### config.mk
export PLATFORM = sky130hd
export DESIGN_NAME = interval_timer_channel_rate_mode
export DESIGN_NICKNAME = d
export VERILOG_FILES = /design/src/sv/itc_pkg.sv /design/src/sv/itc_core.sv /design/src/sv/interval_timer_channel_rate_mode.sv
export SDC_FILE = /design/constraint.sdc
export NUM_CORES = 1
export LEC_CHECK = 0
export ABC_CLOCK_PERIOD_IN_PS = 7000
export BUFFER_PORTS_ARGS = -buffer_cell sky130_fd_sc_hd__buf_2
export CAP_MARGIN = 25
export CORE_ASPECT_RATIO = 0.6
export CORE_MARGIN = 4
export CORE_UTILIZATION = 65
export DETAILED_ROUTE_END_ITERATION = 10
export PLACE_DENSITY = 0.86
export SLEW_MARGIN = 20
export SYNTH_ARGS = -nofsm -noshare
export SYNTH_HDL_FRONTEND = slang
export SYNTH_SLANG_ARGS = --single-unit
### constraint.sdc
create_clock -name clk_i -period 7 [get_ports clk_i]
set_input_delay 1.4 -clock clk_i [delete_from_list [all_inputs] [get_ports clk_i]]
set_output_delay 1.4 -clock clk_i [all_outputs]
set_load 0.01 [all_outputs]
### src/sv/itc_pkg.sv
// ----------------------------------------------------------------------------
// itc_pkg
// Shared codes and types for the interval timer channel in rate mode.
// ----------------------------------------------------------------------------
`timescale 1ns / 1ps
`default_nettype none

package itc_pkg;

  // item kinds on the input channel
  localparam logic [1:0] ItemTick  = 2'd0;
  localparam logic [1:0] ItemWrite = 2'd1;
  localparam logic [1:0] ItemRead  = 2'd2;

  // bus port offsets
  localparam logic [1:0] PortChan0 = 2'd0;
  localparam logic [1:0] PortCmd   = 2'd3;

  // channel select field of a command byte
  localparam logic [1:0] SelChan0 = 2'd0;

  // access field of a command byte
  localparam logic [1:0] AccLatch = 2'd0;
  localparam logic [1:0] AccLow   = 2'd1;
  localparam logic [1:0] AccHigh  = 2'd2;
  localparam logic [1:0] AccBoth  = 2'd3;

  // one result of a transaction
  typedef struct packed {
    logic [7:0] read_data;
    logic       irq;
  } result_t;

endpackage

`default_nettype wire

### src/sv/itc_core.sv
// ----------------------------------------------------------------------------
// itc_core
// Counter, divisor, latch and byte flip-flops; one transaction per cycle with accept_i.
// ----------------------------------------------------------------------------
`timescale 1ns / 1ps
`default_nettype none

module itc_core (
  input  wire logic            clk_i,
  input  wire logic            rst_ni,
  input  wire logic            accept_i,
  input  wire logic [1:0]      mode_i,
  input  wire logic [1:0]      port_i,
  input  wire logic [7:0]      write_data_i,
  output itc_pkg::result_t     result_o
);

  logic [15:0] count_q,   count_d;
  logic [15:0] reload_q,  reload_d;
  logic [15:0] latched_q, latched_d;
  logic        latch_held_q, latch_held_d;
  logic        rd_high_q,    rd_high_d;
  logic        wr_high_q,    wr_high_d;
  logic [1:0]  access_q,     access_d;
  logic        counting_q,   counting_d;

  logic [1:0]  cmd_sel;
  logic [1:0]  cmd_acc;
  logic [15:0] rd_src;

  assign cmd_sel = write_data_i[7:6];
  assign cmd_acc = write_data_i[5:4];
  assign rd_src  = latch_held_q ? latched_q : count_q;

  // next state and result of one transaction
  always_comb begin
    count_d      = count_q;
    reload_d     = reload_q;
    latched_d    = latched_q;
    latch_held_d = latch_held_q;
    rd_high_d    = rd_high_q;
    wr_high_d    = wr_high_q;
    access_d     = access_q;
    counting_d   = counting_q;
    result_o     = '0;

    unique case (mode_i)
      itc_pkg::ItemTick: begin
        if (counting_q) begin
          if (count_q == 16'd1) begin
            result_o.irq = 1'b1;
            count_d      = reload_q;
          end else begin
            count_d = count_q - 16'd1;
          end
        end
      end

      itc_pkg::ItemWrite: begin
        if (port_i == itc_pkg::PortCmd) begin
          if (cmd_sel == itc_pkg::SelChan0) begin
            if (cmd_acc == itc_pkg::AccLatch) begin
              // latch the live count unless a latched value is pending
              if (!latch_held_q) begin
                latched_d    = count_q;
                latch_held_d = 1'b1;
              end
            end else begin
              access_d     = cmd_acc;
              rd_high_d    = 1'b0;
              wr_high_d    = 1'b0;
              latch_held_d = 1'b0;
              counting_d   = 1'b0;
            end
          end
        end else if (port_i == itc_pkg::PortChan0) begin
          // divisor load, restart once complete
          priority if (access_q == itc_pkg::AccLow) begin
            reload_d   = {8'd0, write_data_i};
            count_d    = {8'd0, write_data_i};
            counting_d = 1'b1;
          end else if (access_q == itc_pkg::AccHigh) begin
            reload_d   = {write_data_i, 8'd0};
            count_d    = {write_data_i, 8'd0};
            counting_d = 1'b1;
          end else if (!wr_high_q) begin
            reload_d  = {reload_q[15:8], write_data_i};
            wr_high_d = 1'b1;
          end else begin
            reload_d   = {write_data_i, reload_q[7:0]};
            count_d    = {write_data_i, reload_q[7:0]};
            wr_high_d  = 1'b0;
            counting_d = 1'b1;
          end
        end
      end

      itc_pkg::ItemRead: begin
        if (port_i == itc_pkg::PortChan0) begin
          priority if (access_q == itc_pkg::AccLow) begin
            result_o.read_data = rd_src[7:0];
            latch_held_d       = 1'b0;
          end else if (access_q == itc_pkg::AccHigh) begin
            result_o.read_data = rd_src[15:8];
            latch_held_d       = 1'b0;
          end else if (!rd_high_q) begin
            result_o.read_data = rd_src[7:0];
            rd_high_d          = 1'b1;
          end else begin
            result_o.read_data = rd_src[15:8];
            rd_high_d          = 1'b0;
            latch_held_d       = 1'b0;
          end
        end
      end

      default: begin
        // unused item kind: no change
      end
    endcase
  end

  // channel state
  always_ff @(posedge clk_i or negedge rst_ni) begin
    if (!rst_ni) begin
      count_q      <= '0;
      reload_q     <= '0;
      latched_q    <= '0;
      latch_held_q <= 1'b0;
      rd_high_q    <= 1'b0;
      wr_high_q    <= 1'b0;
      access_q     <= itc_pkg::AccBoth;
      counting_q   <= 1'b0;
    end else if (accept_i) begin
      count_q      <= count_d;
      reload_q     <= reload_d;
      latched_q    <= latched_d;
      latch_held_q <= latch_held_d;
      rd_high_q    <= rd_high_d;
      wr_high_q    <= wr_high_d;
      access_q     <= access_d;
      counting_q   <= counting_d;
    end
  end

endmodule

`default_nettype wire

### src/sv/interval_timer_channel_rate_mode.sv
// ----------------------------------------------------------------------------
// interval_timer_channel_rate_mode
// Channel 0 of an interval timer as a rate generator, with a registered,
// skid-buffered result channel.
// ----------------------------------------------------------------------------
//  channel | handshake            | payload
//  in      | in_valid_i/in_ready_o | mode_i, port_i, write_data_i
//  out     | out_valid_o/out_ready_i | read_data_o, irq_o
//
//  one transaction per cycle while in_ready_o is high; each result is registered in out_q or skid_q
//  state updates in the accepting cycle, so the next item sees it at once
//  a skid register holds one result while the output is stalled; in_ready_o
//  drops only while that skid register is full
//  reset clears the counter, divisor and latch, access both bytes, stopped
// ----------------------------------------------------------------------------
`timescale 1ns / 1ps
`default_nettype none

module interval_timer_channel_rate_mode (
  input  wire logic       clk_i,
  input  wire logic       rst_ni,
  input  wire logic       in_valid_i,
  output logic            in_ready_o,
  input  wire logic [1:0] mode_i,
  input  wire logic [1:0] port_i,
  input  wire logic [7:0] write_data_i,
  output logic            out_valid_o,
  input  wire logic       out_ready_i,
  output logic [7:0]      read_data_o,
  output logic            irq_o
);

  itc_pkg::result_t res;
  itc_pkg::result_t out_q;
  itc_pkg::result_t skid_q;
  logic             out_valid_q;
  logic             skid_valid_q;
  logic             accept;
  logic             out_free;

  assign in_ready_o = !skid_valid_q;
  assign accept     = in_valid_i && in_ready_o;
  assign out_free   = !out_valid_q || out_ready_i;

  // channel state and per-transaction logic
  itc_core u_core (
    .clk_i        (clk_i),
    .rst_ni       (rst_ni),
    .accept_i     (accept),
    .mode_i       (mode_i),
    .port_i       (port_i),
    .write_data_i (write_data_i),
    .result_o     (res)
  );

  // output register and skid control
  always_ff @(posedge clk_i or negedge rst_ni) begin
    if (!rst_ni) begin
      out_valid_q  <= 1'b0;
      skid_valid_q <= 1'b0;
    end else if (out_free) begin
      if (skid_valid_q) begin
        out_valid_q  <= 1'b1;
        skid_valid_q <= 1'b0;
      end else begin
        out_valid_q <= accept;
      end
    end else if (accept) begin
      skid_valid_q <= 1'b1;
    end
  end

  // result payload
  always_ff @(posedge clk_i) begin
    if (out_free) begin
      if (skid_valid_q) begin
        out_q <= skid_q;
      end else if (accept) begin
        out_q <= res;
      end
    end else if (accept) begin
      skid_q <= res;
    end
  end

  assign out_valid_o = out_valid_q;
  assign read_data_o = out_q.read_data;
  assign irq_o       = out_q.irq;

endmodule

`default_nettype wire
## Word-level counts from Yosys, hierarchy flattened

Index checks and enable logic that the tools add are counted.

- Flip-flop bits (word level): 74
- Logic and storage cells: 118

- Muxes and demuxes: 51
- Bitwise logic cells: 3
- Reduce and logical (&&, ||, !) cells: 26
- Equality and inequality tests: 22
- $add $sub $neg: 1

Operator list:

| operator | count |
|---|---|
| $mux W16 | 11 |
| $mux W8 | 5 |
| $pmux W16 S2 | 1 |
| $mux W1 | 30 |
| $reduce_and A5 Y1 | 4 |
| $mux W9 | 2 |
| $reduce_and A6 Y1 | 3 |
| $eq A16 B1 Y1 const B | 1 |
| $sub A16 B1 Y16 const B | 1 |
| $ne A2 B1 Y1 const B | 7 |
| $ne A2 B2 Y1 const B | 6 |
| $reduce_bool A2 Y1 | 5 |
| $logic_not A2 Y1 | 4 |
| $ne A4 B1 Y1 const B | 2 |
| $reduce_and A8 Y1 | 1 |
| $reduce_and A7 Y1 | 1 |
| $eq A2 B2 Y1 const B | 3 |
| $eq A2 B1 Y1 const B | 2 |
| $pmux W1 S2 | 2 |
| $reduce_and A2 Y1 | 2 |
| $reduce_bool A4 Y1 | 1 |
| $ne A3 B3 Y1 const B | 1 |
| $not A1 Y1 | 3 |
| $reduce_bool A3 Y1 | 1 |
| 3 further kinds | 4 |

## Depth between registers and ports, before layout

- Word-level depth: 8
- Gate-level depth with buffers: 9
- Gate-level depth less buffers: 7

## Modules after synthesis

Synthesis repeated with hierarchy kept, for this count alone.

- Cells, all modules: 365
- Area, all modules: 4040.1 µm²

By module, submodules not included:

| module | instances | area an instance (µm²) | cells each |
|---|---|---|---|
| itc_core | 1 | 3269.4 | 327 |
| interval_timer_channel_rate_mode | 1 | 770.7 | 38 |

## Least setup slack after synthesis

No wires, ideal clock.

- Kind: input -> register
- Start: in mode_i[1]
- End: reg u_core.latched_q[10]
- Slack: 4142 ps
- Arrival: 2734 ps
- Data required time: 6875 ps
- Stages: 6
- Cell sequence: inv_1 -> ha_1 -> nand3_1 -> nor3_2 -> buf_2 -> mux2_2

- Cells in the longest elaborated chain, start to end: 2

RTL lines:

| item | line | source |
|---|---|---|
| start, declared | interval_timer_channel_rate_mode.sv:24 | `input wire logic [1:0] mode_i,` |
| $eq A2 B1 Y1 | itc_core.sv:47 | `unique case (mode_i)` |
| $reduce_and A5 Y1 (no line) | n/a |  |
| end signal, assigned | itc_core.sv:137 | `latched_q <= latched_d;` |
| end, declared | itc_core.sv:20 | `logic [15:0] latched_q, latched_d;` |

Every way passes these cells.
A chain may end at the register's enable or synchronous reset.

## Worst setup path after layout

- Start: in mode_i[1]
- End: reg u_core.count_q[8]

- Cells in the longest elaborated chain, start to end: 3
- Elaborated cells on any way between the ends: 9
- Classes of those cells: eq/ne (5); mux (1); reduce/logical (3)

RTL lines:

| item | line | source |
|---|---|---|
| $eq A2 B1 Y1 / $logic_not A2 Y1 (equally long branches) | itc_core.sv:47 |  |
| $ne A4 B1 Y1 (no line) (tied with other cells) | n/a |  |
| $reduce_and A6 Y1 (no line) | n/a |  |
| end signal, assigned | itc_core.sv:135 | `count_q <= count_d;` |
| end, declared | itc_core.sv:18 | `logic [15:0] count_q, count_d;` |

Parallel ways exist; a longest one is shown, timed or not.

==> impl_results.md <==
- Final hold slack: 0.4991 ns
- Total global-route track usage: 0.2924
- Dpl cell area: 4320 sq um
- Final Wtd Congestion: 0.9547
- Yosys warns: 0
- Rows: 22
- CTS H-tree lvls: 3
- Clk_skew: 0.01395 ns
- Final #Nets: 444
- Vias: 3,390
- Vias per cell: 6.673
- Die span in x: 110.9 microns
- #FFs+latches synth: 74
- Clock slew at reported path FFs: 0.08 ns
- Asr flop ratio synth: 0.7568
- Leading area contributor after synthesis: dfrtp_1
- DR WL/cell: 21.02 microns
- Synth Area per Inst: 10.43 sq um
- Min-delay worst type: reg -> reg
- Setup-failing EPs final: 0
- IO buf count: 26
- Outcome: complete, no violations
- Critical path arrival: 3.45 ns
- DP HPWL: 7584 microns
- # IOs: 27
- Maximum VDD drop: 200.7 uV
- Startpoint Class: input port
- Post-Syn Area: 4129 sq um
- Drt drc: 0
- Min Clock Period, post-route: 3.190 ns
- Share of cells above drive strength 1: 0.2146
- Hold_buf cts: 0
- Post-CTS Repair Setup Buffers: 0
- Core Util, Final: 0.7330
- Max clock buf depth: 2
- Initial detailed-routing violation count: 370
- Core area: 6138 sq um
- First-pass GRT wire length: 17,530 microns
- Top cell type's share of synthesized area: 0.3273
- CP Max Fanout: 31
- RSZ-0062 raised after global routing: no
- Clock sinks: 74
- Setup CP Type: in -> reg
- Largest net degree at the start of global routing: 57
- Synth Net Count: 421
- Post-CTS sizing: 0
- Drt first pass iters: 5
- Clk_lat worst skew: 0.36 ns
- Final Cell Area: 4499 sq um
- Post-Layout Cell Count: 508
- ANT nets after route: 0
- Starting Density: 0.6726
- Main flop type after synthesis: dfrtp_1
- Yosys cell types: 59
- Sequential-to-total area share from yosys stat: 0.4709
- Dpl cells: 492
- Endpoint type of the worst setup path: flop
- Leakage: 1.930 nW
- Actual slew at the worst max-slew pin: 0.8426 ns
- Highest achievable clock rate: 313.5 MHz
- Syn Inst Count: 396
- Commonest non-fill, non-tap cell in the layout: dfrtp_1
- Routed WL: 10,680 microns
- P per Cell Area: 317.3 nW/um^2
- CTS tree: yes
- Die area: 7733 sq um
- Pins Over Slew Limit: 0
- Relative max-transition margin: 0.4362
- Total gr overflow: 0
- Ranking of synthesized cells by area: dfrtp_1, edfxtp_1, mux2_2
- Vias in the first global route: 3,317
- Max cap viols: 0
- Most frequent cells in the layout: dfrtp_1, nand2_1, o21ai_0, mux2_2, buf_2
- # diodes: 0
- Number of CTS-inserted buffers: 9
- Synthesis-to-finish area growth: 8.970%
- CTS root buf: clkbuf_8
- Final Hold Viols: 0
- Antenna violations before repair: 0
- Die height: 69.74 microns
- Setup TNS Final: 0 ns
- EDFF count, synth: 18
- Critical path required time: 7.26 ns
- Final Cycle Share: 0.4557
## per-stage QoR
stage           power, W  worst slack, ns
5_1_grt         0.001506            3.632
3_5_place_dp    0.001098            3.473
2_1_floorplan  0.0009581            4.142
4_1_cts         0.001417            3.855
6_report        0.001428            3.810
3_3_place_gp    0.001074            3.380
## worst max-delay path, cell delays in order
cell and delay (ns):
buf_2 0.10, inv_1 0.07, ha_1 0.15, buf_4 0.30
nand2b_1 0.09, a21oi_1 0.36, and2_1 0.54, o21ai_0 0.18
a22o_1 0.26
## path summary, 6_finish.rpt
| path | startpoint | endpoint | slack (ns) | depth (start not counted) |
|---|---|---|---|---|
| setup / recovery | mode_i[1] | u_core.count_q[8]$_DFFE_PN0P_ | 3.81 | 9 |
| hold / removal | u_core.reload_q[10]$_DFFE_PN0P_ | u_core.reload_q[10]$_DFFE_PN0P_ | 0.50 | 2 |
| min in group asynchronous | rst_ni | u_core.reload_q[11]$_DFFE_PN0P_ | 1.17 | 2 |
| setup reg to reg | u_core.access_q[0]$_DFFE_PN1P_ | read_data_o[0]$_DFFE_PP_ | 3.94 | 6 |
| hold reg to reg | u_core.reload_q[10]$_DFFE_PN0P_ | u_core.reload_q[10]$_DFFE_PN0P_ | 0.50 | 2 |
| max in group asynchronous | rst_ni | u_core.latched_q[7]$_DFFE_PN0P_ | 5.33 | 2 |
## cells in the mapped netlist, types with 10 or more instances
library cell  number
edfxtp_1          18
nor2_1            18
nand3_1           10
o21ai_0           32
nand2_1           47
inv_1             22
o31ai_1           12
mux2_2            28
nor2b_1           10
a21oi_1           18
dfrtp_1           54
clkbuf_1          13
## metal layers
layer  track usage  up-vias  part of all wire
met2        0.4167      191              0.45
met4        0.1025        0             0.024
li1              -     1510                 -
met5             0        -                 0
met1        0.4224     1660              0.44
met3       0.09329       29             0.093
## layout make-up
cell class / instances / area, sq um
clock buffer: 13 / 138.9
clock inverter: 3 / 40.04
fill: 449 / 1639
inverter: 23 / 86.33
multi-input combinational: 281 / 2024
sequential: 74 / 1944
tap: 84 / 105.1
timing repair buffer: 30 / 160.2
## registers in the layout, indices dropped and copies added (netlist names)
name	flops
irq_o	1
skid_valid_q	1
u_core.wr_high_q	1
read_data_o	8
u_core.latched_q	16
u_core.access_q	2
u_core.rd_high_q	1
u_core.count_q	16
u_core.reload_q	16
out_valid_o	1
skid_q	9
u_core.counting_q	1
u_core.latch_held_q	1
## cells by family after synthesis
group / Yosys count / synth area share
AO/OA/AOI/OAI: 100 / 0.1588
XOR/XNOR: 4 / 0.008486
flip-flops: 74 / 0.4709
adder cells (fa/ha/maj): 9 / 0.02727
buffers and inverters: 41 / 0.03879
AND/OR/NAND/NOR: 129 / 0.1685
multiplexers: 39 / 0.1273
## power by group
part | internal (W) | total, W | switching, W
sequential | 0.000524 | 0.000654 | 0.000130
combinational | 0.000209 | 0.000457 | 0.000248
clock | 0.000164 | 0.000317 | 0.000153
No activity file was read; power rests on OpenSTA's default activity.
